[src/c2s_pkg.sv]
// ----------------------------------------------------------------------------
// c2s_pkg
// Shared constants and types for the cube-to-sphere point mapper.
// ----------------------------------------------------------------------------
package c2s_pkg;

  localparam int FIELD_W   = 16;
  localparam int FRAC_BITS = 14;
  localparam int MAG_W     = FRAC_BITS + 1;
  localparam int UNIT_I    = 1 << FRAC_BITS;
  localparam logic [MAG_W-1:0] UNIT = MAG_W'(UNIT_I);

  // floor(v / 3) as (v * DIV3_RECIP) >> DIV_SHIFT, exact for v <= UNIT
  localparam int DIV_SHIFT = MAG_W + 2;
  localparam logic [MAG_W:0] DIV3_RECIP =
    (MAG_W+1)'(((64'd1 << DIV_SHIFT) / 64'd3) + 64'd1);

  // digit-by-digit square root of arg << FRAC_BITS
  localparam int ROOT_W = MAG_W;
  localparam int RAD_W  = 2 * ROOT_W;
  localparam int REM_W  = ROOT_W + 1;
  localparam int CUR_W  = ROOT_W + 3;

  localparam int LANE_DEPTH = 4 + ROOT_W;
  localparam int PIPE_DEPTH = 1 + LANE_DEPTH;

  typedef struct packed {
    logic signed [FIELD_W-1:0] cube_x;
    logic signed [FIELD_W-1:0] cube_y;
    logic signed [FIELD_W-1:0] cube_z;
  } cube_t;

  typedef struct packed {
    logic signed [FIELD_W-1:0] sphere_x;
    logic signed [FIELD_W-1:0] sphere_y;
    logic signed [FIELD_W-1:0] sphere_z;
  } sphere_t;

  typedef struct packed {
    logic             neg;
    logic [MAG_W-1:0] mag;
    logic [MAG_W-1:0] sq;
  } coord_t;

  typedef struct packed {
    logic             neg;
    logic [MAG_W-1:0] mag;
  } lane_res_t;

endpackage

[src/c2s_lane.sv]
// ----------------------------------------------------------------------------
// c2s_lane
// One coordinate lane: builds the root argument from the other two squares,
// takes its square root one bit per stage and scales the magnitude.
// ----------------------------------------------------------------------------
module c2s_lane (
  input  logic                          clk,
  input  logic                          adv,
  input  logic                          neg,
  input  logic [c2s_pkg::MAG_W-1:0]     mag,
  input  logic [c2s_pkg::MAG_W-1:0]     a2,
  input  logic [c2s_pkg::MAG_W-1:0]     b2,
  output c2s_pkg::lane_res_t            res
);

  localparam int MW = c2s_pkg::MAG_W;
  localparam int RW = c2s_pkg::ROOT_W;
  localparam int FB = c2s_pkg::FRAC_BITS;

  logic [2*MW-1:0] ab;
  logic [2*MW:0]   qm;

  logic [MW-1:0] prod1, half1, mag1;
  logic          neg1;
  logic [MW-1:0] q2, half2, mag2;
  logic          neg2;
  logic [MW-1:0] arg3, mag3;
  logic          neg3;

  logic [c2s_pkg::REM_W-1:0] rem  [RW];
  logic [c2s_pkg::RAD_W-1:0] rad  [RW];
  logic [RW-1:0]             root [RW+1];
  logic [MW-1:0]             magp [RW+1];
  logic                      negp [RW+1];

  logic [2*MW-1:0] scaled;

  assign ab = (2*MW)'(a2) * (2*MW)'(b2);
  assign qm = (2*MW+1)'(prod1) * (2*MW+1)'(c2s_pkg::DIV3_RECIP);

  always_ff @(posedge clk) begin
    if (adv) begin
      prod1 <= ab[FB +: MW];
      half1 <= c2s_pkg::UNIT - (a2 >> 1) - (b2 >> 1);
      mag1  <= mag;
      neg1  <= neg;
      q2    <= MW'(qm[2*MW:c2s_pkg::DIV_SHIFT]);
      half2 <= half1;
      mag2  <= mag1;
      neg2  <= neg1;
      arg3  <= half2 + q2;
      mag3  <= mag2;
      neg3  <= neg2;
    end
  end

  assign rem[0]  = '0;
  assign rad[0]  = {1'b0, arg3, FB'(0)};
  assign root[0] = '0;
  assign magp[0] = mag3;
  assign negp[0] = neg3;

  for (genvar k = 0; k < RW; k++) begin : g_root
    logic [c2s_pkg::CUR_W-1:0] cur;
    logic [c2s_pkg::CUR_W-1:0] trial;
    logic                      ge;

    assign cur   = {rem[k], rad[k][c2s_pkg::RAD_W-1 -: 2]};
    assign trial = c2s_pkg::CUR_W'({root[k], 2'b01});
    assign ge    = (cur >= trial);

    always_ff @(posedge clk) begin
      if (adv) begin
        root[k+1] <= {root[k][RW-2:0], ge};
        magp[k+1] <= magp[k];
        negp[k+1] <= negp[k];
      end
    end

    if (k < RW - 1) begin : g_carry
      logic [c2s_pkg::CUR_W-1:0] diff;
      assign diff = cur - trial;
      always_ff @(posedge clk) begin
        if (adv) begin
          rem[k+1] <= ge ? diff[c2s_pkg::REM_W-1:0] : cur[c2s_pkg::REM_W-1:0];
          rad[k+1] <= rad[k] << 2;
        end
      end
    end
  end

  assign scaled = (2*MW)'(magp[RW]) * (2*MW)'(root[RW]);

  always_ff @(posedge clk) begin
    if (adv) begin
      res.mag <= scaled[FB +: MW];
      res.neg <= negp[RW];
    end
  end

endmodule

[config.mk]
export PLATFORM = sky130hd
export DESIGN_NAME = c2s_lane
export DESIGN_NICKNAME = d
export VERILOG_FILES = /design/src/c2s_pkg.sv /design/src/c2s_lane.sv
export SDC_FILE = /design/constraint.sdc
export NUM_CORES = 2
export LEC_CHECK = 0
export BUFFER_PORTS_ARGS = -buffer_cell sky130_fd_sc_hd__buf_2
export CORE_ASPECT_RATIO = 0.7
export CORE_MARGIN = 3
export CORE_UTILIZATION = 40
export CTS_BUF_LIST = sky130_fd_sc_hd__clkbuf_16
export DETAILED_ROUTE_END_ITERATION = 12
export PLACE_DENSITY = 0.59
export SLEW_MARGIN = 20
export SYNTH_ARGS = -nofsm -noshare
export SYNTH_HDL_FRONTEND = slang
export SYNTH_SLANG_ARGS = --single-unit
[constraint.sdc]
create_clock -name clk -period 19.2 [get_ports clk]
set_clock_uncertainty 0.2 [all_clocks]
set_input_delay 3.84 -clock clk [delete_from_list [all_inputs] [get_ports clk]]
set_output_delay 3.84 -clock clk [all_outputs]
set_load 0.005 [all_outputs]
==> reports/metrics.cfg <==
[detailed_routing]
drt_iter0_markers = 1762
drc_errors = 0
wl_um = 93120
drtAntennaViolNets = 0
routed_via_density = 4.860
dr.pass1.iters = 5
num_vias = 27930
wl_per_cell_um = 16.20

[cts]
cts_max_level = 3
ctsHoldBuffers = 0
post_cts_buffers = 0
clk_latency_ns = 0.64
cts_buffers = 74
clk_pin_slew_ns = 0.06
cts_tree = yes
cts.path.max_buffers = 3
cts.sinks = 750
cts-root-buf = clkbuf_16
post_cts_resized = 0

[synth]
synth-edff-count = 750
synth_top_area_share_pct = 46.29
syn-cell-area_mm2 = 0.04865
yosys_warnings = 0
synthFlopType = edfxtp_1
syn_area_per_cell_um2 = 12.17
ys_types = 69
synthArstFlopShare_pct = 0
synth-seq-area-share_pct = 46.29
syn-num-nets = 4897
synth.area.top_cells = edfxtp_1 46%, fa_1 17%, ha_1 12%
synth_top_cell_by_area = edfxtp_1
ys_seq_elements = 750
syn_inst = 3997

[final_layout]
layout_commonest_cell = edfxtp_1
num_antenna_cells = 0
final_cells = 5748
layout.cells.most_common_list = 750 x edfxtp_1, 713 x inv_1, 451 x ha_1
drive_gt1_share_pct = 5.766
fill_cells = 10970
fin_nets = 4973
multiInputGateArea_mm2 = 0.02319
seq_area_mm2 = 0.02252
syn2layout_area_growth_pct = 9.433

[floorplanning]
die_h_um = 297.8
io_pins = 64
die_area_mm2 = 0.1259
coreArea_mm2 = 0.1200
num_rows = 106
initial_utilization_pct = 40.53
die_x_um = 422.8

[sta]
hold_ws_ns = 0.2008
fin_ws_ns = 9.101
slew_viol_final = 0
period_minus_slack_ns = 10.10
rsz0062_at_grt = no
worst_slew_pin_slew_ns = 1.031
hold_viol = 0
max_freq_mhz = 99.02
setup_viol = 0
min_period_over_period_pct = 52.60
relSlewSlack_pct = 31.29
fin_setup_tns_ns = 0

[worst_setup_path]
arrival_ns = 10.29
crit_top_cell = fa_1
reg2reg_from = root[5]$_DFFE_PP_
start_kind = input port
critical_path.startpoint = b2[5]
max_stage_delay_ns = 0.55
path_max_fanout = 12
crit_type = in -> reg
critPathRequiredTime_ns = 19.39
crit_slowest_cell = fa_1
worst_setup_path_end_kind = flop
path_cells = buf_2 -> inv_1 -> nor2_1 -> fa_1 -> inv_1 -> fa_1 -> inv_1 -> fa_1 -> fa_1 -> fa_1 -> inv_1 -> fa_1 -> inv_1 -> ha_1 -> a21oi_1 -> o22ai_1 -> a31o_2 -> a221o_1 -> a41oi_1 -> o221ai_1 -> a211oi_1 -> a21oi_1

[global_route]
overflow = 0
grt_use_total_pct = 15.20
antenna_found_initial = 4
grt_pass1_vias = 28630
grt_pass1_wl_um = 154300
grt_max_degree = 177

[placed_design]
place_inst = 5617
portBuffers = 63
place.gp.congestion = 0.9104
pre_cts_ws_ns = 8.440
dpl.hpwl_um = 70260

[outcome]
status = finished clean

[hold_path]
hold_start = magp[44]$_DFFE_PP_
min_path_type = reg -> reg

[flow_run]
drv_cap = 0

==> layout make-up <==
class | instances | share of cell area, %
multi-input cells | 2457 | 43.55
flip-flops and latches | 750 | 42.30
inverters | 714 | 5.034
well taps | 1620 | 3.807
repair buffers | 76 | 0.8178
clock inverters | 55 | 0.9165
clock buffers | 76 | 3.572
==> state kept, by name (all words and copies together) (netlist names) <==
name	cells
g_root.cur	210
neg2	1
res	16
mag3	15
root	15
neg1	1
negp	15
q2	14
rad	42
half1	15
neg3	1
arg3	15
mag2	15
half2	15
mag1	15
g_root.trial	105
prod1	15
magp	225
==> worst paths after layout <==
kind         slack (ns)             endpoint  cells past startpoint
min reg2reg        0.20   magp[29]$_DFFE_PP_                      0
min                0.20   magp[29]$_DFFE_PP_                      0
max reg2reg       11.90    res[11]$_DFFE_PP_                     20
max                9.10  prod1[13]$_DFFE_PP_                     22
==> worst max-delay path, delay by kind of cell <==
kind	cells	cell delay, ns
fa+ha+maj	7	3.40
buf+inv	6	0.77
compound gates	8	2.13
simple gates	1	0.13
==> synthesized netlist by cell type, types with 29 or more instances <==
cell      instances
nor2_1          210
mux2_2           30
a21oi_1         146
and2_1          179
xnor2_1         114
fa_1            401
a21o_1           61
inv_1           702
edfxtp_1        750
o21ai_0         105
nand3_1          32
xor2_1           82
clkbuf_1         75
nor3_1           63
ha_1            451
o21a_1           29
nand2_1         268
==> per-layer routing <==
metal	wire length, µm	track usage [%]	vias to the layer above
met5	13	0	-
met1	47780	23.57	13700
met4	1499	3.279	2
met2	38060	21.45	537
li1	-	-	13590
met3	5762	3.591	106
==> logic make-up after synthesis <==
logic type | after synthesis | synth area share [%]
simple gates | 911 | 9.163
fa+ha+maj | 852 | 28.10
buf+inv | 790 | 6.095
flops | 750 | 46.29
compound gates | 462 | 6.018
xor+xnor | 196 | 3.528
mux | 35 | 0.7972
other cells | 1 | 0.007708
==> per-stage QoR <==
step           area (µm²)  utilization [%]
2_1_floorplan       48650                -
3_3_place_gp        50850            42.36
3_5_place_dp        50850            42.36
4_1_cts             53230            44.35
5_1_grt             53240            44.36
6_report            53240            44.36
Power is left out: the tool's default activity adds up to more than one toggle a clock period on the data nets, which glitch-free logic cannot reach.
