===== src/c2s_pkg.sv =====
// ----------------------------------------------------------------------------
// c2s_pkg
// Shared constants and types for the cube-to-sphere point mapper.
// ----------------------------------------------------------------------------
package c2s_pkg;

  localparam int FIELD_W   = 16;
  localparam int FRAC_BITS = 14;
  localparam int MAG_W     = FRAC_BITS + 1;
  localparam int UNIT_I    = 1 << FRAC_BITS;
  localparam logic [MAG_W-1:0] UNIT = MAG_W'(UNIT_I);

  // floor(v / 3) as (v * DIV3_RECIP) >> DIV_SHIFT, exact for v <= UNIT
  localparam int DIV_SHIFT = MAG_W + 2;
  localparam logic [MAG_W:0] DIV3_RECIP =
    (MAG_W+1)'(((64'd1 << DIV_SHIFT) / 64'd3) + 64'd1);

  // digit-by-digit square root of arg << FRAC_BITS
  localparam int ROOT_W = MAG_W;
  localparam int RAD_W  = 2 * ROOT_W;
  localparam int REM_W  = ROOT_W + 1;
  localparam int CUR_W  = ROOT_W + 3;

  localparam int LANE_DEPTH = 4 + ROOT_W;
  localparam int PIPE_DEPTH = 1 + LANE_DEPTH;

  typedef struct packed {
    logic signed [FIELD_W-1:0] cube_x;
    logic signed [FIELD_W-1:0] cube_y;
    logic signed [FIELD_W-1:0] cube_z;
  } cube_t;

  typedef struct packed {
    logic signed [FIELD_W-1:0] sphere_x;
    logic signed [FIELD_W-1:0] sphere_y;
    logic signed [FIELD_W-1:0] sphere_z;
  } sphere_t;

  typedef struct packed {
    logic             neg;
    logic [MAG_W-1:0] mag;
    logic [MAG_W-1:0] sq;
  } coord_t;

  typedef struct packed {
    logic             neg;
    logic [MAG_W-1:0] mag;
  } lane_res_t;

endpackage


===== src/c2s_merge.sv =====
// ----------------------------------------------------------------------------
// c2s_merge
// Joins the three lane results into one sphere point, applies the signs and
// holds it in an output register backed by a skid register.
// ----------------------------------------------------------------------------
module c2s_merge (
  input  logic                          clk,
  input  logic                          rst,
  input  logic                          last_valid,
  input  c2s_pkg::lane_res_t [2:0]      lane,
  output logic                          adv,
  output logic                          sphere_valid,
  input  logic                          sphere_ready,
  output c2s_pkg::sphere_t              sphere
);

  logic signed [c2s_pkg::FIELD_W-1:0] val [3];
  c2s_pkg::sphere_t                   point;
  c2s_pkg::sphere_t                   skid;
  logic                               skid_valid;
  logic                               push;
  logic                               out_free;

  always_comb begin
    logic [c2s_pkg::FIELD_W-1:0] m;
    for (int i = 0; i < 3; i++) begin
      m      = c2s_pkg::FIELD_W'(lane[i].mag);
      val[i] = lane[i].neg ? -m : m;
    end
  end

  assign point.sphere_x = val[0];
  assign point.sphere_y = val[1];
  assign point.sphere_z = val[2];

  assign adv      = !skid_valid;
  assign push     = adv && last_valid;
  assign out_free = !sphere_valid || sphere_ready;

  always_ff @(posedge clk) begin
    if (rst) begin
      sphere_valid <= 1'b0;
      skid_valid   <= 1'b0;
    end else begin
      if (out_free) begin
        sphere_valid <= skid_valid || push;
        skid_valid   <= 1'b0;
      end else if (push) begin
        skid_valid <= 1'b1;
      end
    end
  end

  always_ff @(posedge clk) begin
    if (out_free) begin
      sphere <= skid_valid ? skid : point;
    end
    if (!out_free && push) begin
      skid <= point;
    end
  end

endmodule


===== config.mk =====
export PLATFORM = sky130hd
export DESIGN_NAME = c2s_merge
export DESIGN_NICKNAME = d
export VERILOG_FILES = /design/src/c2s_pkg.sv /design/src/c2s_merge.sv
export SDC_FILE = /design/constraint.sdc
export NUM_CORES = 1
export LEC_CHECK = 0
export ABC_AREA = 1
export BUFFER_PORTS_ARGS = -buffer_cell sky130_fd_sc_hd__clkbuf_2
export CAP_MARGIN = 20
export CORE_MARGIN = 2
export CORE_UTILIZATION = 43
export DETAILED_ROUTE_END_ITERATION = 10
export PLACE_DENSITY_LB_ADDON = 0.1
export SLEW_MARGIN = 10
export SYNTH_ARGS = -nofsm -noshare
export SYNTH_HDL_FRONTEND = slang
export SYNTH_SLANG_ARGS = --single-unit

===== constraint.sdc =====
create_clock -name clk -period 9.72 [get_ports clk]
set_clock_uncertainty 0.1 [all_clocks]
set_input_delay 1.944 -clock clk [delete_from_list [all_inputs] [get_ports clk]]
set_output_delay 1.944 -clock clk [all_outputs]
set_load 0.05 [all_outputs]

==> metrics.md <==
| Metric | Value |
|---|---|
| Number of max-cap violations | `0` |
| Data required time of the critical path | `7680 ps` |
| Count of endpoints failing setup in the final report | `0` |
| Netlist area before placement | `4877 um2` |
| P per Cell Area | `183.4 nW/um2` |
| Multi-input logic area | `about 1700 um2` |
| Core utilization of the finished layout | `53.05%` |
| Fin nets | `slightly below 700` |
| Final-layout worst hold slack | `between 400 and 500 ps` |
| Number of iterations in the first detailed-routing pass | `5` |
| Largest fanout of any net on the critical path | `55` |
| Worst Setup Slack, final | `around 6000 ps` |
| Data arrival at the endpoint of the critical path | `between 1500 and 2000 ps` |
| Final setup TNS | `0 ps` |
| Average routed wire per standard cell | `~13 um` |
| Worst slew margin relative to its limit | `about 34%` |
| Number of buffers created by CTS | `9` |
| Quantity of gates resized following cts | `0` |
| Number of vias after detailed routing | `approximately 3,700` |
| Proportion of register bits with asynchronous set or reset after synthesis | `0%` |
| CTS tree | `yes` |
| Layout filler cell count | `approximately 1,000` |
| Total of buffers placed on input and output ports | `101` |
| Critical path class | `reg2out` |
| Number of distinct standard cells referenced by the synthesized netlist | `34` |
| Remaining number of nets flagged by the antenna check after routing | `0` |
| Clock Sink Count | `98` |
| Tcrit/Tclk final | `roughly two fifths` |
| Core footprint | `10,940 um2` |
| Finished layout cell area | `about 5800 um2` |
| Max VDD drop | `a little over 90 uV` |
| Category of the worst setup path capture point | `output port` |
| Effective utilization at floorplan | `44.60%` |
| Synth top area cells | `sky130_fd_sc_hd__edfxtp_1 (59%), sky130_fd_sc_hd__nand2_1 (17%), sky130_fd_sc_hd__inv_1 (3.7%)` |
| Clk_lat worst skew | `roughly 340 ps` |
| Unrepaired setup endpoints after global routing | `no` |
| Root Driver | `sky130_fd_sc_hd__clkbuf_16` |
| Cell-by-cell trace of the critical path | `inv_2 > clkbuf_2` |
| Clock-pin slew on the worst setup and hold paths | `roughly 70 ps` |
| Launching point of the worst reg2reg path | `skid_valid` |
| Largest area contributor in the netlist | `sky130_fd_sc_hd__edfxtp_1` |
| EDFF count, synth | `96` |
| Post-CTS setup buffers | `0` |
| Count of final max-slew check failures | `0` |
| Wire length of the first global-routing pass | `between 15 and 20 mm` |
| Static leakage power | `roughly 2.7 nW` |
| Area of placed instances | `5507 um2` |
| Site Rows | `38` |
| Average instance area after synthesis | `between 9 and 10 um2` |
| Highest achievable clock rate | `roughly 270 MHz` |
| Initial antenna violation count | `0` |
| Start point of the critical path | `skid_valid` |
| Via-to-Cell Ratio | `roughly 4.8` |
| Sequential cell area in the final layout | `approximately 2900 um2` |
| Leading post-synthesis cells by instance count | `sky130_fd_sc_hd__nand2_1 (215), sky130_fd_sc_hd__edfxtp_1 (96), sky130_fd_sc_hd__inv_1 (48), sky130_fd_sc_hd__nand3_1 (35), sky130_fd_sc_hd__nor2_1 (28)` |
| Die Wd | `110.5 um` |
| Filler-free cell count of the finished design | `~770` |
| Die outline area | `between 10,000 and 15,000 um2` |
| Vias in the first global route | `3,495` |
| Number of placed cells counting well taps | `752` |
| Dominant cell by count in the synthesized netlist | `sky130_fd_sc_hd__nand2_1` |
| Ratio of cells with drive above 1 in the final layout | `a little under a quarter` |
| Register area share after synthesis | `approximately 60%` |
| Run status | `completed` |
| Global route total overflow | `0` |
| GRT Total Usage | `about 18%` |
| DRC errors left | `0` |
| Critical-path cell with the highest stage delay | `sky130_fd_sc_hd__dfxtp_2` |
| Total number of H-tree levels | `3` |
| Number of DRC markers in iteration 0 | `around 130` |
| Syn Nets | `roughly 580` |
| Overall power | `between 1 and 1.5 mW` |
| Max Buffers Root-to-Sink | `2` |
| I/O pin count | `a little over 100` |
| Top FF cell, synth | `sky130_fd_sc_hd__edfxtp_1` |
| Crit path time final | `roughly 3700 ps` |
| Pin count of the biggest net entering global routing | `56` |
| Hold_buf cts | `0` |
| DPL Wire Length | `just over 7 mm` |
| Crit path launch type | `register` |
| Number of synthesized register bits | `98` |
| Type of the most critical hold path | `reg2reg` |
| Final GP Congestion | `just under 0.9` |
| Hold wc startpoint | `skid[8]` |
| Final Hold Violating Endpoints | `0` |
| Share of Yosys cell area claimed by the top area cell type | `between 50 and 60%` |
| Stage delay of the slowest cell on the critical path | `a little under 1000 ps` |
| Relative area change from synthesis to final layout | `18.96%` |
| Gate count after technology mapping | `between 500 and 600` |
| Antenna Cells | `0` |
| Pre-CTS setup slack | `about 5700 ps` |
| Yosys warning total | `0` |
| Die Ht | `roughly 110 um` |
| Measured slew at the worst slew-check pin | `986.7 ps` |
| Wire length after detailed routing | `10.27 mm` |
state kept, by name, summed over array words and instances, names as in the netlist:
| register | count |
|---|---|
| sphere_valid | 1 |
| sphere | 48 |
| skid | 48 |
| skid_valid | 1 |
worst max-delay path: cells and delay by family (launching register included):
family,cells,cell delay (ps)
buffers and inverters,2,330
flip-flops,1,970
final cells by class:
| cell class | instances | area share, % |
|---|---|---|
| clock inverter | 6 | 1.143 |
| timing repair buffer | 104 | 9.101 |
| inverter | 51 | 3.300 |
| tap | 140 | 3.019 |
| multi-input combinational | 359 | 29.09 |
| clock buffer | 10 | 3.947 |
| sequential | 98 | 50.40 |
metal layers:
metal	share of wire, %	up-vias	track usage (%)
met1	49	1653	24.71
met5	0	-	0
met4	1.7	0	6.750
li1	-	1896	-
met3	5.0	10	3.348
met2	45	103	27.12
path summary, 6_finish.rpt:
check / to / slack, ps / depth (start not counted)
setup / recovery: adv / 6000 / 2
hold / removal: sphere[8] / 420 / 2
setup reg to reg: skid[25] / 6880 / 5
hold reg to reg: sphere[8] / 420 / 2
kinds of logic after synthesis:
kind of cell               Yosys count  share of synthesized area [%]
AOI/OAI and AO/OA                   30                          3.591
and+or+nand+nor                    308                          26.35
DFF                                 98                          59.93
buffers and inverters               66                          5.669
xor gates and xnor gates            18                          3.694
adders and majority gates            3                         0.7697
where the power goes:
part	switching, mW	internal [mW]
sequential	0.00941	0.501
combinational	0.153	0.0473
clock	0.152	0.200
total	0.315	0.749
layout by cell type, fill, tap and decap left out, types with 6 or more instances in the layout:
cell,netlist,routed
sky130_fd_sc_hd__xor2_1,14,14
sky130_fd_sc_hd__nand2_2,6,7
sky130_fd_sc_hd__o21ai_0,19,19
sky130_fd_sc_hd__nand2_1,215,214
sky130_fd_sc_hd__clkbuf_2,0,101
sky130_fd_sc_hd__nor2_1,28,27
sky130_fd_sc_hd__o21ai_2,6,6
sky130_fd_sc_hd__and2_1,8,8
sky130_fd_sc_hd__nand3_1,35,35
sky130_fd_sc_hd__clkbuf_16,0,9
sky130_fd_sc_hd__edfxtp_1,96,96
sky130_fd_sc_hd__inv_1,48,48
(Power assumes the default switching activity.)
