File: config.mk
export PLATFORM = sky130hd
export DESIGN_NAME = c2s_front
export DESIGN_NICKNAME = d
export VERILOG_FILES = /design/src/c2s_pkg.sv /design/src/c2s_front.sv
export SDC_FILE = /design/constraint.sdc
export NUM_CORES = 1
export LEC_CHECK = 0
export BUFFER_PORTS_ARGS = -buffer_cell sky130_fd_sc_hd__buf_2
export CAP_MARGIN = 40
export CORE_MARGIN = 4
export CORE_UTILIZATION = 60
export CTS_BUF_LIST = sky130_fd_sc_hd__clkbuf_4 sky130_fd_sc_hd__clkbuf_8 sky130_fd_sc_hd__clkbuf_16
export CTS_CLUSTER_DIAMETER = 60
export CTS_CLUSTER_SIZE = 16
export DETAILED_ROUTE_END_ITERATION = 10
export GPL_ROUTABILITY_DRIVEN = 0
export GPL_TIMING_DRIVEN = 0
export PLACE_DENSITY = 0.82
export RECOVER_POWER = 25
export SETUP_SLACK_MARGIN = 0.1
export SLEW_MARGIN = 0
export SYNTH_ARGS = -nofsm -noshare
export SYNTH_HDL_FRONTEND = slang
export SYNTH_SLANG_ARGS = --single-unit
File: constraint.sdc
create_clock -name clk -period 24.1 [get_ports clk]
set_clock_uncertainty 0.1 [all_clocks]
set_input_delay 2.41 -clock clk [delete_from_list [all_inputs] [get_ports clk]]
set_output_delay 2.41 -clock clk [all_outputs]
set_load 0.02 [all_outputs]
File: src/c2s_pkg.sv
// ----------------------------------------------------------------------------
// c2s_pkg
// Shared constants and types for the cube-to-sphere point mapper.
// ----------------------------------------------------------------------------
package c2s_pkg;

  localparam int FIELD_W   = 16;
  localparam int FRAC_BITS = 14;
  localparam int MAG_W     = FRAC_BITS + 1;
  localparam int UNIT_I    = 1 << FRAC_BITS;
  localparam logic [MAG_W-1:0] UNIT = MAG_W'(UNIT_I);

  // floor(v / 3) as (v * DIV3_RECIP) >> DIV_SHIFT, exact for v <= UNIT
  localparam int DIV_SHIFT = MAG_W + 2;
  localparam logic [MAG_W:0] DIV3_RECIP =
    (MAG_W+1)'(((64'd1 << DIV_SHIFT) / 64'd3) + 64'd1);

  // digit-by-digit square root of arg << FRAC_BITS
  localparam int ROOT_W = MAG_W;
  localparam int RAD_W  = 2 * ROOT_W;
  localparam int REM_W  = ROOT_W + 1;
  localparam int CUR_W  = ROOT_W + 3;

  localparam int LANE_DEPTH = 4 + ROOT_W;
  localparam int PIPE_DEPTH = 1 + LANE_DEPTH;

  typedef struct packed {
    logic signed [FIELD_W-1:0] cube_x;
    logic signed [FIELD_W-1:0] cube_y;
    logic signed [FIELD_W-1:0] cube_z;
  } cube_t;

  typedef struct packed {
    logic signed [FIELD_W-1:0] sphere_x;
    logic signed [FIELD_W-1:0] sphere_y;
    logic signed [FIELD_W-1:0] sphere_z;
  } sphere_t;

  typedef struct packed {
    logic             neg;
    logic [MAG_W-1:0] mag;
    logic [MAG_W-1:0] sq;
  } coord_t;

  typedef struct packed {
    logic             neg;
    logic [MAG_W-1:0] mag;
  } lane_res_t;

endpackage

File: src/c2s_front.sv
// ----------------------------------------------------------------------------
// c2s_front
// Clamps the three cube coordinates to +-1.0 and registers sign, magnitude
// and floored square of each.
// ----------------------------------------------------------------------------
module c2s_front (
  input  logic                clk,
  input  logic                adv,
  input  c2s_pkg::cube_t      cube,
  output c2s_pkg::coord_t [2:0] coord
);

  logic signed [c2s_pkg::FIELD_W-1:0] raw  [3];
  c2s_pkg::coord_t                    comb [3];

  assign raw[0] = cube.cube_x;
  assign raw[1] = cube.cube_y;
  assign raw[2] = cube.cube_z;

  always_comb begin
    int                              sv;
    int                              lim;
    logic [c2s_pkg::MAG_W-1:0]       m;
    logic [2*c2s_pkg::MAG_W-1:0]     p;
    for (int i = 0; i < 3; i++) begin
      sv = int'(raw[i]);
      if (sv > c2s_pkg::UNIT_I) begin
        lim = c2s_pkg::UNIT_I;
      end else if (sv < -c2s_pkg::UNIT_I) begin
        lim = -c2s_pkg::UNIT_I;
      end else begin
        lim = sv;
      end
      m = (lim < 0) ? c2s_pkg::MAG_W'(-lim) : c2s_pkg::MAG_W'(lim);
      p = (2*c2s_pkg::MAG_W)'(m) * (2*c2s_pkg::MAG_W)'(m);
      comb[i].neg = (lim < 0);
      comb[i].mag = m;
      comb[i].sq  = p[c2s_pkg::FRAC_BITS +: c2s_pkg::MAG_W];
    end
  end

  always_ff @(posedge clk) begin
    if (adv) begin
      for (int i = 0; i < 3; i++) begin
        coord[i] <= comb[i];
      end
    end
  end

endmodule

==> impl_results.md, run 1 <==
- Kind of cell adding the most delay to the critical path: adder cells
- Violations in the final reports: max-capacitance violations, max-slew violations
- Cell at the root of the clock tree: sky130_fd_sc_hd__clkbuf_16
- Final TNS setup: 0 ns
- Share of Yosys cell area claimed by the top area cell type: 38.7%
- Final wirelength: ~47000 µm
- Number of antenna violations at the first check in global routing: 0
- Endpoint arrival time on the critical path: ~12 ns
- Maximum clock insertion buffer count: 2
- First-pass GRT wire length: 81200 µm
- Count of buffering cells on the critical path with inverters included: 7
- Post-Route Utilization: 65.8%
- Total global routing track utilization: a little over a quarter
- Commonest cells after routing, fill and taps aside: 559 x sky130_fd_sc_hd__inv_1, 407 x sky130_fd_sc_hd__fa_1, 253 x sky130_fd_sc_hd__ha_1, 220 x sky130_fd_sc_hd__nand2_1, 150 x sky130_fd_sc_hd__buf_2
- Yosys Warn Count: 0
- Cell type with the highest occurrence count on the critical path: sky130_fd_sc_hd__fa_1
- Residual overflow from global routing: 0
- Post-cts gate resize count: 0
- Initial standard-cell utilization of the core: between 60% and 70%
- Floorplan die area: between 30000 and 40000 µm²
- Crit path capture type: flip-flop
- Core region area: roughly 35000 µm²
- Setup repair after global routing missed its margin: false
- Chip width: ~200 µm
- Commonest non-fill, non-tap cell in the layout: sky130_fd_sc_hd__inv_1
- TritonRoute pass-1 iters: 5
- Relative slew slack: -105%
- Post-DP HPWL: 39700 µm
- Wire length on met3: roughly 3700 µm
- Number of post-CTS setup repair buffers: 0
- Largest reg by FF count: coord
- Detailed-routed wire length on met2: roughly 24000 µm
- Post-synthesis cell count: about 2200
- Number of remaining DRC errors: 0
- Number of global-route vias before repair: ~17000
- Fraction of the yosys area taken by sequential cells: 13.3%
- CTS tree: built
- Share of cells above drive strength 1: a little under 10%
- CP max stage cell: sky130_fd_sc_hd__xor2_1
- Synthesis-stage register bit count: between 90 and 100
- Floorplan die height: roughly 200 µm
- Number of instances in the placed design: around 2800
- Vias per Instance: between 5 and 6
- Biggest registers after layout: coord (93)
- Total count of hold-check failures in the final report: 0
- Post-synthesis to final-layout area growth: 7.92%
- Number of filler instances in the final layout: 2736
- Maximum single-stage delay on the critical path: roughly 0.64 ns
- Path type of the worst setup path: input pin to flip-flop
- Diode count: 0
- Required time of the critical path: roughly 24 ns
- Yosys cell types: 94
- Clock-pin slew on the worst setup and hold paths: 0.07 ns
- Total clock sinks: 93
- Deepest level of the CTS H-tree: 3
- Final worst-path cycle share: approximately 50%
- Final routed wire length divided by cell count: between 15 and 20 µm
- VDD IR-drop max: around 0.10 mV
- Most used DFF post-synth: sky130_fd_sc_hd__edfxtp_1
- Leakage power total: around 0.012 µW
- Number of flops mapped to enable cells by yosys: a little over 90
- Final setup violating endpoints: 0
- Hold Buf Count CTS: 0
- Largest area contributor in the netlist: sky130_fd_sc_hd__fa_1
- Proportion of synthesized flip-flops having asynchronous set or reset: 0%
- Number of port buffers: roughly 140
- Iteration-0 DRC Markers: ~1200
- Max Clock Freq: a little over 80 MHz
- Std cell rows: 68
- Number of clock buffers inserted by TritonCTS: 9
- Sum of internal, switching and leakage power: between 3000 and 4000 µW
- Maximum capacitance violations: 2
- Top-Level Pins: around 140
- Largest fanout on the critical path: 10
- Post-route minimum period: 12.36 ns
- Number of pins with negative max-slew slack in the final report: 96
- Crit path launch type: input pin
- Number of flip-flops in the largest register: 93
- Routed metal-1 wirelength: 17900 µm
- Outcome: finished with violations
- Pwr/cell area: 134 nW/µm²
- Worst min path class: input pin to flip-flop
- Antenna-violating nets left: 0
- Largest cells by area after synthesis: sky130_fd_sc_hd__fa_1 39%, sky130_fd_sc_hd__ha_1 15%, sky130_fd_sc_hd__edfxtp_1 13%
- Pin count of the biggest net entering global routing: 52
- Post-Syn Area: between 20000 and 25000 µm²
- Average size of a mapped cell: 9.72 µm²
- Nets: just over 3000
- Top routing layer in use: met4
- Final cell count without fillers: 2802
- Transition time at the pin with the least slew margin: between 3 and 4 ns
- Total number of vias: 15400
cell type report:
type                    instances  area, µm²  share of cell area [%]
flip-flops and latches         93       2790                    12.3
inverters                     585       2200                    9.68
multi-input cells            1470      15900                    70.2
clock inverters                 6       71.3                   0.314
clock buffers                  10        233                    1.02
well taps                     455        569                    2.51
plain buffers                  43        211                   0.931
repair buffers                140        697                    3.07
worst min-delay path, cell delays in order:
cell                       delay [ns]
sky130_fd_sc_hd__buf_2           0.14
sky130_fd_sc_hd__o311ai_4        0.20
sky130_fd_sc_hd__inv_1           0.08
kinds of logic after synthesis:
family          share of synthesized area [%]
other cells                            0.0357
fa+ha+maj                                53.7
simple gates                             11.5
compound gates                           6.09
buf+inv                                  11.5
mux                                     0.208
flops                                    13.3
xor+xnor                                 3.71
through the flow:
step,area [µm²],setup slack (ns),hold slack [ns]
after global routing,22700,11.29,2.48
after CTS,22700,11.89,2.43
after detailed placement,22400,11.50,2.76
final,22700,11.74,2.47
after global placement,22400,11.72,2.75
after floorplan,21100,13.32,2.42
cell usage after synthesis, types with 4 or more instances:
cell	number
sky130_fd_sc_hd__fa_1	407
sky130_fd_sc_hd__o21a_1	11
sky130_fd_sc_hd__a21oi_1	40
sky130_fd_sc_hd__buf_6	4
sky130_fd_sc_hd__and3b_1	4
sky130_fd_sc_hd__o31ai_1	9
sky130_fd_sc_hd__a21o_1	23
sky130_fd_sc_hd__nor3_1	10
sky130_fd_sc_hd__and3_1	5
sky130_fd_sc_hd__inv_2	12
sky130_fd_sc_hd__nor2b_1	17
sky130_fd_sc_hd__a21boi_0	8
sky130_fd_sc_hd__nand3_1	15
sky130_fd_sc_hd__and2_1	18
sky130_fd_sc_hd__o211ai_1	4
sky130_fd_sc_hd__o2111ai_1	4
sky130_fd_sc_hd__a211oi_1	8
sky130_fd_sc_hd__nand2b_1	13
sky130_fd_sc_hd__ha_1	253
sky130_fd_sc_hd__nand3b_1	4
sky130_fd_sc_hd__nor2_1	147
sky130_fd_sc_hd__or2_2	6
sky130_fd_sc_hd__clkbuf_1	24
sky130_fd_sc_hd__nand2_1	220
sky130_fd_sc_hd__nand4_1	6
sky130_fd_sc_hd__edfxtp_1	93
sky130_fd_sc_hd__and4_1	7
sky130_fd_sc_hd__xor2_1	26
sky130_fd_sc_hd__clkinv_1	12
sky130_fd_sc_hd__or3_1	13
sky130_fd_sc_hd__o21ai_0	29
sky130_fd_sc_hd__inv_1	559
sky130_fd_sc_hd__xnor2_1	50
sky130_fd_sc_hd__nor4_1	6
sky130_fd_sc_hd__buf_2	13
worst paths after layout:
| check | from | to | slack [ns] | cells past startpoint |
|---|---|---|---|---|
| setup / recovery | cube[41] | coord[14] | 11.74 | 34 |
| hold / removal | cube[42] | coord[25] | 2.47 | 3 |
power breakdown:
part	leakage, µW	internal, µW	switching [µW]	total [µW]
Sequential	0.000906	338	16.1	354
Clock	0.000143	82.5	72.4	155
Combinational	0.0112	1080	1460	2540
Total	0.0122	1500	1550	3050
per-layer routing:
layer / track usage (%) / vias to the layer above
met4: 10.1 / 0
met2: 45.2 / 650
met1: 32.8 / 7593
met5: 0 / -
met3: 5.04 / 127
li1: - / 6986
No activity file was read; power rests on OpenSTA's default activity.
==> inputs of run 2 (changes only) <==
--- a/config.mk
+++ b/config.mk
@@ -5,6 +5,7 @@
 export SDC_FILE = /design/constraint.sdc
 export NUM_CORES = 1
 export LEC_CHECK = 0
+export ABC_AREA = 1
 export BUFFER_PORTS_ARGS = -buffer_cell sky130_fd_sc_hd__buf_2
 export CAP_MARGIN = 40
 export CORE_MARGIN = 4
==> constraint.sdc (replaced) <==
create_clock -name clk -period 11.45 [get_ports clk]
set_clock_uncertainty 0.1 [all_clocks]
set_input_delay 1.145 -clock clk [delete_from_list [all_inputs] [get_ports clk]]
set_output_delay 1.145 -clock clk [all_outputs]
set_load 0.02 [all_outputs]
==> impl_results.md, run 2 <==
- Cell at the root of the clock tree: sky130_fd_sc_hd__clkbuf_16
- Most used DFF post-synth: sky130_fd_sc_hd__edfxtp_1
- Largest fanout on the critical path: 10
- Cell type with the highest occurrence count on the critical path: sky130_fd_sc_hd__inv_1
- Synthesis-stage register bit count: 93
- Post-cts gate resize count: 0
- Commonest non-fill, non-tap cell in the layout: sky130_fd_sc_hd__inv_1
- Required time of the critical path: approximately 11 ns
- TritonRoute pass-1 iters: 8
- Largest area contributor in the netlist: sky130_fd_sc_hd__fa_1
- Number of clock buffers inserted by TritonCTS: 9
- Share of cells above drive strength 1: about 8.8%
- Total number of vias: approximately 19000
- Number of remaining DRC errors: 0
- Largest cells by area after synthesis: sky130_fd_sc_hd__fa_1 35%, sky130_fd_sc_hd__ha_1 14%, sky130_fd_sc_hd__edfxtp_1 12%
- Post-synthesis cell count: around 2800
- Yosys cell types: 52
- Yosys Warn Count: 0
- Core region area: 37900 µm²
- Path type of the worst setup path: input pin to flip-flop
- Hold Buf Count CTS: 0
- Kind of cell adding the most delay to the critical path: adder cells
- CP max stage cell: sky130_fd_sc_hd__fa_1
- Outcome: finished with violations
- Transition time at the pin with the least slew margin: approximately 2.9 ns
- Worst min path class: input pin to flip-flop
- Largest reg by FF count: coord
- Deepest level of the CTS H-tree: 3
- Pin count of the biggest net entering global routing: 53
- Post-Route Utilization: roughly two thirds
- Number of global-route vias before repair: 20900
- Number of port buffers: 140
- Residual overflow from global routing: 0
- Crit path launch type: input pin
- Final TNS setup: 0 ns
- Top-Level Pins: ~140
- Number of flops mapped to enable cells by yosys: 93
- Number of antenna violations at the first check in global routing: 0
- Share of Yosys cell area claimed by the top area cell type: a little over a third
- CTS tree: built
- Number of flip-flops in the largest register: 93
- Number of post-CTS setup repair buffers: 0
- Fraction of the yosys area taken by sequential cells: ~12%
- Proportion of synthesized flip-flops having asynchronous set or reset: 0%
- Maximum clock insertion buffer count: 2
- Final routed wire length divided by cell count: between 15 and 20 µm
- Max Clock Freq: 112 MHz
- Final cell count without fillers: about 3500
- Floorplan die area: about 42000 µm²
- Leading cell types by count after synthesis: 732 x sky130_fd_sc_hd__inv_1, 573 x sky130_fd_sc_hd__nand2_1, 407 x sky130_fd_sc_hd__fa_1
- Vias per Instance: 5.40
- Initial standard-cell utilization of the core: about three fifths
- Maximum single-stage delay on the critical path: around 0.55 ns
- Average size of a mapped cell: between 8 and 9 µm²
- Post-route minimum period: 8.93 ns
- Final wirelength: roughly 56000 µm
- Final Hold Slack: roughly 1.2 ns
- Chip width: 205 µm
- Crit path capture type: flip-flop
- Total global routing track utilization: approximately 28%
- Biggest registers after layout: coord (93)
- Maximum capacitance violations: 2
- Post-DP HPWL: ~48000 µm
- Relative slew slack: -90.7%
- Clock-pin slew on the worst setup and hold paths: 0.08 ns
- Post-synthesis to final-layout area growth: 7.42%
- Number of filler instances in the final layout: approximately 3100
- Antenna-violating nets left: 0
- Violations in the final reports: max-capacitance violations, max-slew violations
- Setup repair after global routing missed its margin: false
- Number of pins with negative max-slew slack in the final report: 96
- Std cell rows: 71
- Final worst-path cycle share: approximately four fifths
- Most frequent cell after synthesis: sky130_fd_sc_hd__inv_1
- Number of instances in the placed design: approximately 3500
- Count of buffering cells on the critical path with inverters included: 11
- Final setup violating endpoints: 0
- Total count of hold-check failures in the final report: 0
- First-pass GRT wire length: between 90000 and 100000 µm
- Post-Syn Area: 23200 µm²
- Diode count: 0
- Endpoint arrival time on the critical path: 8.96 ns
- Iteration-0 DRC Markers: around 1300
- Floorplan die height: approximately 200 µm
- Total clock sinks: 93
- Commonest cells after routing, fill and taps aside: 732 x sky130_fd_sc_hd__inv_1, 573 x sky130_fd_sc_hd__nand2_1, 407 x sky130_fd_sc_hd__fa_1, 269 x sky130_fd_sc_hd__nor2_1, 253 x sky130_fd_sc_hd__ha_1
- Nets: between 3000 and 4000
==> run 2: changes by cell type in the layout (fill, tap and decap cells not counted), moves of 35 or more <==
cell / delta
sky130_fd_sc_hd__nand2_1: +353
sky130_fd_sc_hd__inv_1: +173
sky130_fd_sc_hd__nor2_1: +122
sky130_fd_sc_hd__nand3_1: +71
sky130_fd_sc_hd__xnor2_1: -41
sky130_fd_sc_hd__a21oi_1: +35
==> run 2: worst min-delay path: cells and delay by family <==
family	cells	cell delay [ns]
buffers and inverters	2	0.15
and+or+nand+nor	3	0.24
==> run 2: kinds of logic after synthesis <==
group | Yosys count | share of synthesized area [%]
simple gates | 1023 | 18.1
buf+inv | 811 | 13.8
fa+ha+maj | 660 | 48.8
compound gates | 205 | 5.09
flops | 93 | 12.0
xor+xnor | 51 | 2.07
other cells | 2 | 0.0324
==> run 2: layout make-up <==
type | instances | area (µm²) | area share, %
multi-input cells | 1967 | 17300 | 69.4
inverters | 756 | 2840 | 11.4
flip-flops and latches | 93 | 2790 | 11.2
repair buffers | 141 | 703 | 2.82
well taps | 511 | 639 | 2.57
plain buffers | 55 | 350 | 1.41
clock buffers | 9 | 225 | 0.904
clock inverters | 7 | 70.1 | 0.281
==> run 2: routing by layer <==
metal | track usage [%] | vias up | share of wire, %
met1 | 34.3 | 9172 | 37
met2 | 50.6 | 857 | 50
met4 | 13.0 | 0 | 4.6
met5 | 0 | - | 0
met3 | 3.63 | 207 | 7.5
li1 | - | 8857 | -
==> run 2: final timing paths <==
kind	start	depth (start not counted)	slack [ns]	to
setup / recovery	cube[31]	36	2.52	coord[45]
hold / removal	cube[10]	5	1.22	coord[87]
==> run 2: stage by stage <==
stage	cell area, µm²	setup WS, ns
2_1_floorplan	23300	3.75
3_3_place_gp	24600	2.55
3_5_place_dp	24700	2.41
4_1_cts	25000	2.79
5_1_grt	24900	2.05
6_report	24900	2.52
Power of run 2 is not shown: default switching activity piles up to over one toggle a cycle in this logic, so the estimate is an artifact.
==> inputs of run 3 (changes only) <==
--- a/config.mk
+++ b/config.mk
@@ -9,14 +9,14 @@
 export BUFFER_PORTS_ARGS = -buffer_cell sky130_fd_sc_hd__buf_2
 export CAP_MARGIN = 40
 export CORE_MARGIN = 4
-export CORE_UTILIZATION = 60
+export CORE_UTILIZATION = 58
 export CTS_BUF_LIST = sky130_fd_sc_hd__clkbuf_4 sky130_fd_sc_hd__clkbuf_8 sky130_fd_sc_hd__clkbuf_16
 export CTS_CLUSTER_DIAMETER = 60
 export CTS_CLUSTER_SIZE = 16
 export DETAILED_ROUTE_END_ITERATION = 10
 export GPL_ROUTABILITY_DRIVEN = 0
 export GPL_TIMING_DRIVEN = 0
-export PLACE_DENSITY = 0.82
+export PLACE_DENSITY = 0.83
 export RECOVER_POWER = 25
 export SETUP_SLACK_MARGIN = 0.1
 export SLEW_MARGIN = 0
==> constraint.sdc (replaced) <==
create_clock -name clk -period 7.6 [get_ports clk]
set_clock_uncertainty 0.1 [all_clocks]
set_input_delay 0.76 -clock clk [delete_from_list [all_inputs] [get_ports clk]]
set_output_delay 0.76 -clock clk [all_outputs]
set_load 0.02 [all_outputs]
==> impl_results.md, run 3 (same netlist as run 2, synthesis figures left out) <==
- Worst min path class: input pin to flip-flop
- Number of pins with negative max-slew slack in the final report: 96
- Post-synthesis to final-layout area growth: 14.5%
- Final routed wire length divided by cell count: between 15 and 20 µm
- Relative slew slack: -111%
- Nets: about 3800
- Iteration-0 DRC Markers: around 1500
- Outcome: finished with violations
- Number of port buffers: 140
- Cell type with the highest occurrence count on the critical path: sky130_fd_sc_hd__nand2_1
- Post-route minimum period: 7.43 ns
- Core region area: ~40000 µm²
- Total count of hold-check failures in the final report: 0
- Number of global-route vias before repair: 20900
- Antenna-violating nets left: 0
- Endpoint arrival time on the critical path: ~7.5 ns
- Number of clock buffers inserted by TritonCTS: 9
- Diode count: 0
- Std cell rows: between 70 and 80
- Chip width: ~210 µm
- Cell at the root of the clock tree: sky130_fd_sc_hd__clkbuf_16
- Total clock sinks: 93
- Initial standard-cell utilization of the core: 59.3%
- Hold Buf Count CTS: 0
- Pin count of the biggest net entering global routing: between 50 and 60
- Number of remaining DRC errors: 1
- Top-Level Pins: between 100 and 150
- Required time of the critical path: around 7.6 ns
- Number of filler instances in the final layout: between 2000 and 3000
- Crit path depth: 29
- Largest reg by FF count: coord
- Final setup violating endpoints: 0
- Maximum single-stage delay on the critical path: between 0.5 and 0.6 ns
- Deepest level of the CTS H-tree: 3
- Commonest cells after routing, fill and taps aside: 713 x sky130_fd_sc_hd__inv_1, 543 x sky130_fd_sc_hd__nand2_1, 396 x sky130_fd_sc_hd__fa_1, 232 x sky130_fd_sc_hd__nor2_1, 225 x sky130_fd_sc_hd__ha_1
- Post-DP HPWL: about 48000 µm
- Crit path capture type: flip-flop
- Commonest non-fill, non-tap cell in the layout: sky130_fd_sc_hd__inv_1
- Final wirelength: between 60000 and 70000 µm
- Path type of the worst setup path: input pin to flip-flop
- Clock-pin slew on the worst setup and hold paths: 0.08 ns
- Biggest registers after layout: coord (93)
- Final Hold Slack: 0.642 ns
- Transition time at the pin with the least slew margin: between 3 and 4 ns
- CTS tree: built
- Crit path launch type: input pin
- Total global routing track utilization: about 27%
- Total number of vias: between 15000 and 20000
- Kind of cell adding the most delay to the critical path: adder cells
- TritonRoute pass-1 iters: 11
- Residual overflow from global routing: 0
- Floorplan die height: 208 µm
- WHS Path Cells: 2
- Largest fanout on the critical path: 11
- Violations in the final reports: design-rule violations, max-capacitance violations, max-slew violations
- First-pass GRT wire length: between 90000 and 100000 µm
- Vias per Instance: approximately 5.5
- CP max stage cell: sky130_fd_sc_hd__fa_1
- Maximum clock insertion buffer count: 2
- Floorplan die area: between 40000 and 50000 µm²
- Final worst-path cycle share: about 98%
- Count of buffering cells on the critical path with inverters included: 5
- Number of flip-flops in the largest register: 93
- Share of cells above drive strength 1: 16.8%
- Maximum capacitance violations: 2
- Max Clock Freq: 135 MHz
- Number of antenna violations at the first check in global routing: 0
-- run 3: layout make-up --
cell class                      instances  area, µm²  area share (%)
Buffer                                 55        472            1.78
Sequential cell                        93       2790            10.5
Clock buffer                            9        225           0.848
Clock inverter                          7       86.3           0.325
Multi-Input combinational cell       1968      18200            68.5
Inverter                              756       2870            10.8
Tap cell                              518        648            2.44
Timing Repair Buffer                  215       1260            4.75
-- run 3: final timing paths --
kind / startpoint / endpoint
worst max-delay path: cube[47] / coord[14]
worst min-delay path: cube[15] / coord[92]
-- run 3: what timing repair did --
| action | CTS | global route |
|---|---|---|
| buffers inserted | 9 | 64 |
| setup endpoints to repair | 39 | 45 |
| pin swaps | 5 | 81 |
| resized for setup | 51 | 221 |
| cloned | 0 | 2 |
-- run 3: metal layers --
metal	up-vias	wire [µm]	GRT usage [%]
met5	-	9	0
met4	2	3070	13.3
met3	283	4780	4.58
met2	1008	31500	47.8
met1	9634	22200	32.8
li1	9013	-	-
-- run 3: per-stage QoR --
stage / instances / util (%) / worst slack, ns / TNS (ns) / cell area [µm²]
global route: 3621 / 67.9 / -0.0854 / -0.498 / 26600
finish: 3621 / 67.9 / 0.175 / 0 / 26600
CTS: 3555 / 64.5 / 0.0653 / 0 / 25200
global placement: 3529 / 63.0 / -0.892 / -21.34 / 24600
detailed placement: 3530 / 63.1 / -1.03 / -26.81 / 24700
floorplan: 2871 / - / 0.284 / 0 / 23300
Power of run 3 is left out for the same reason.
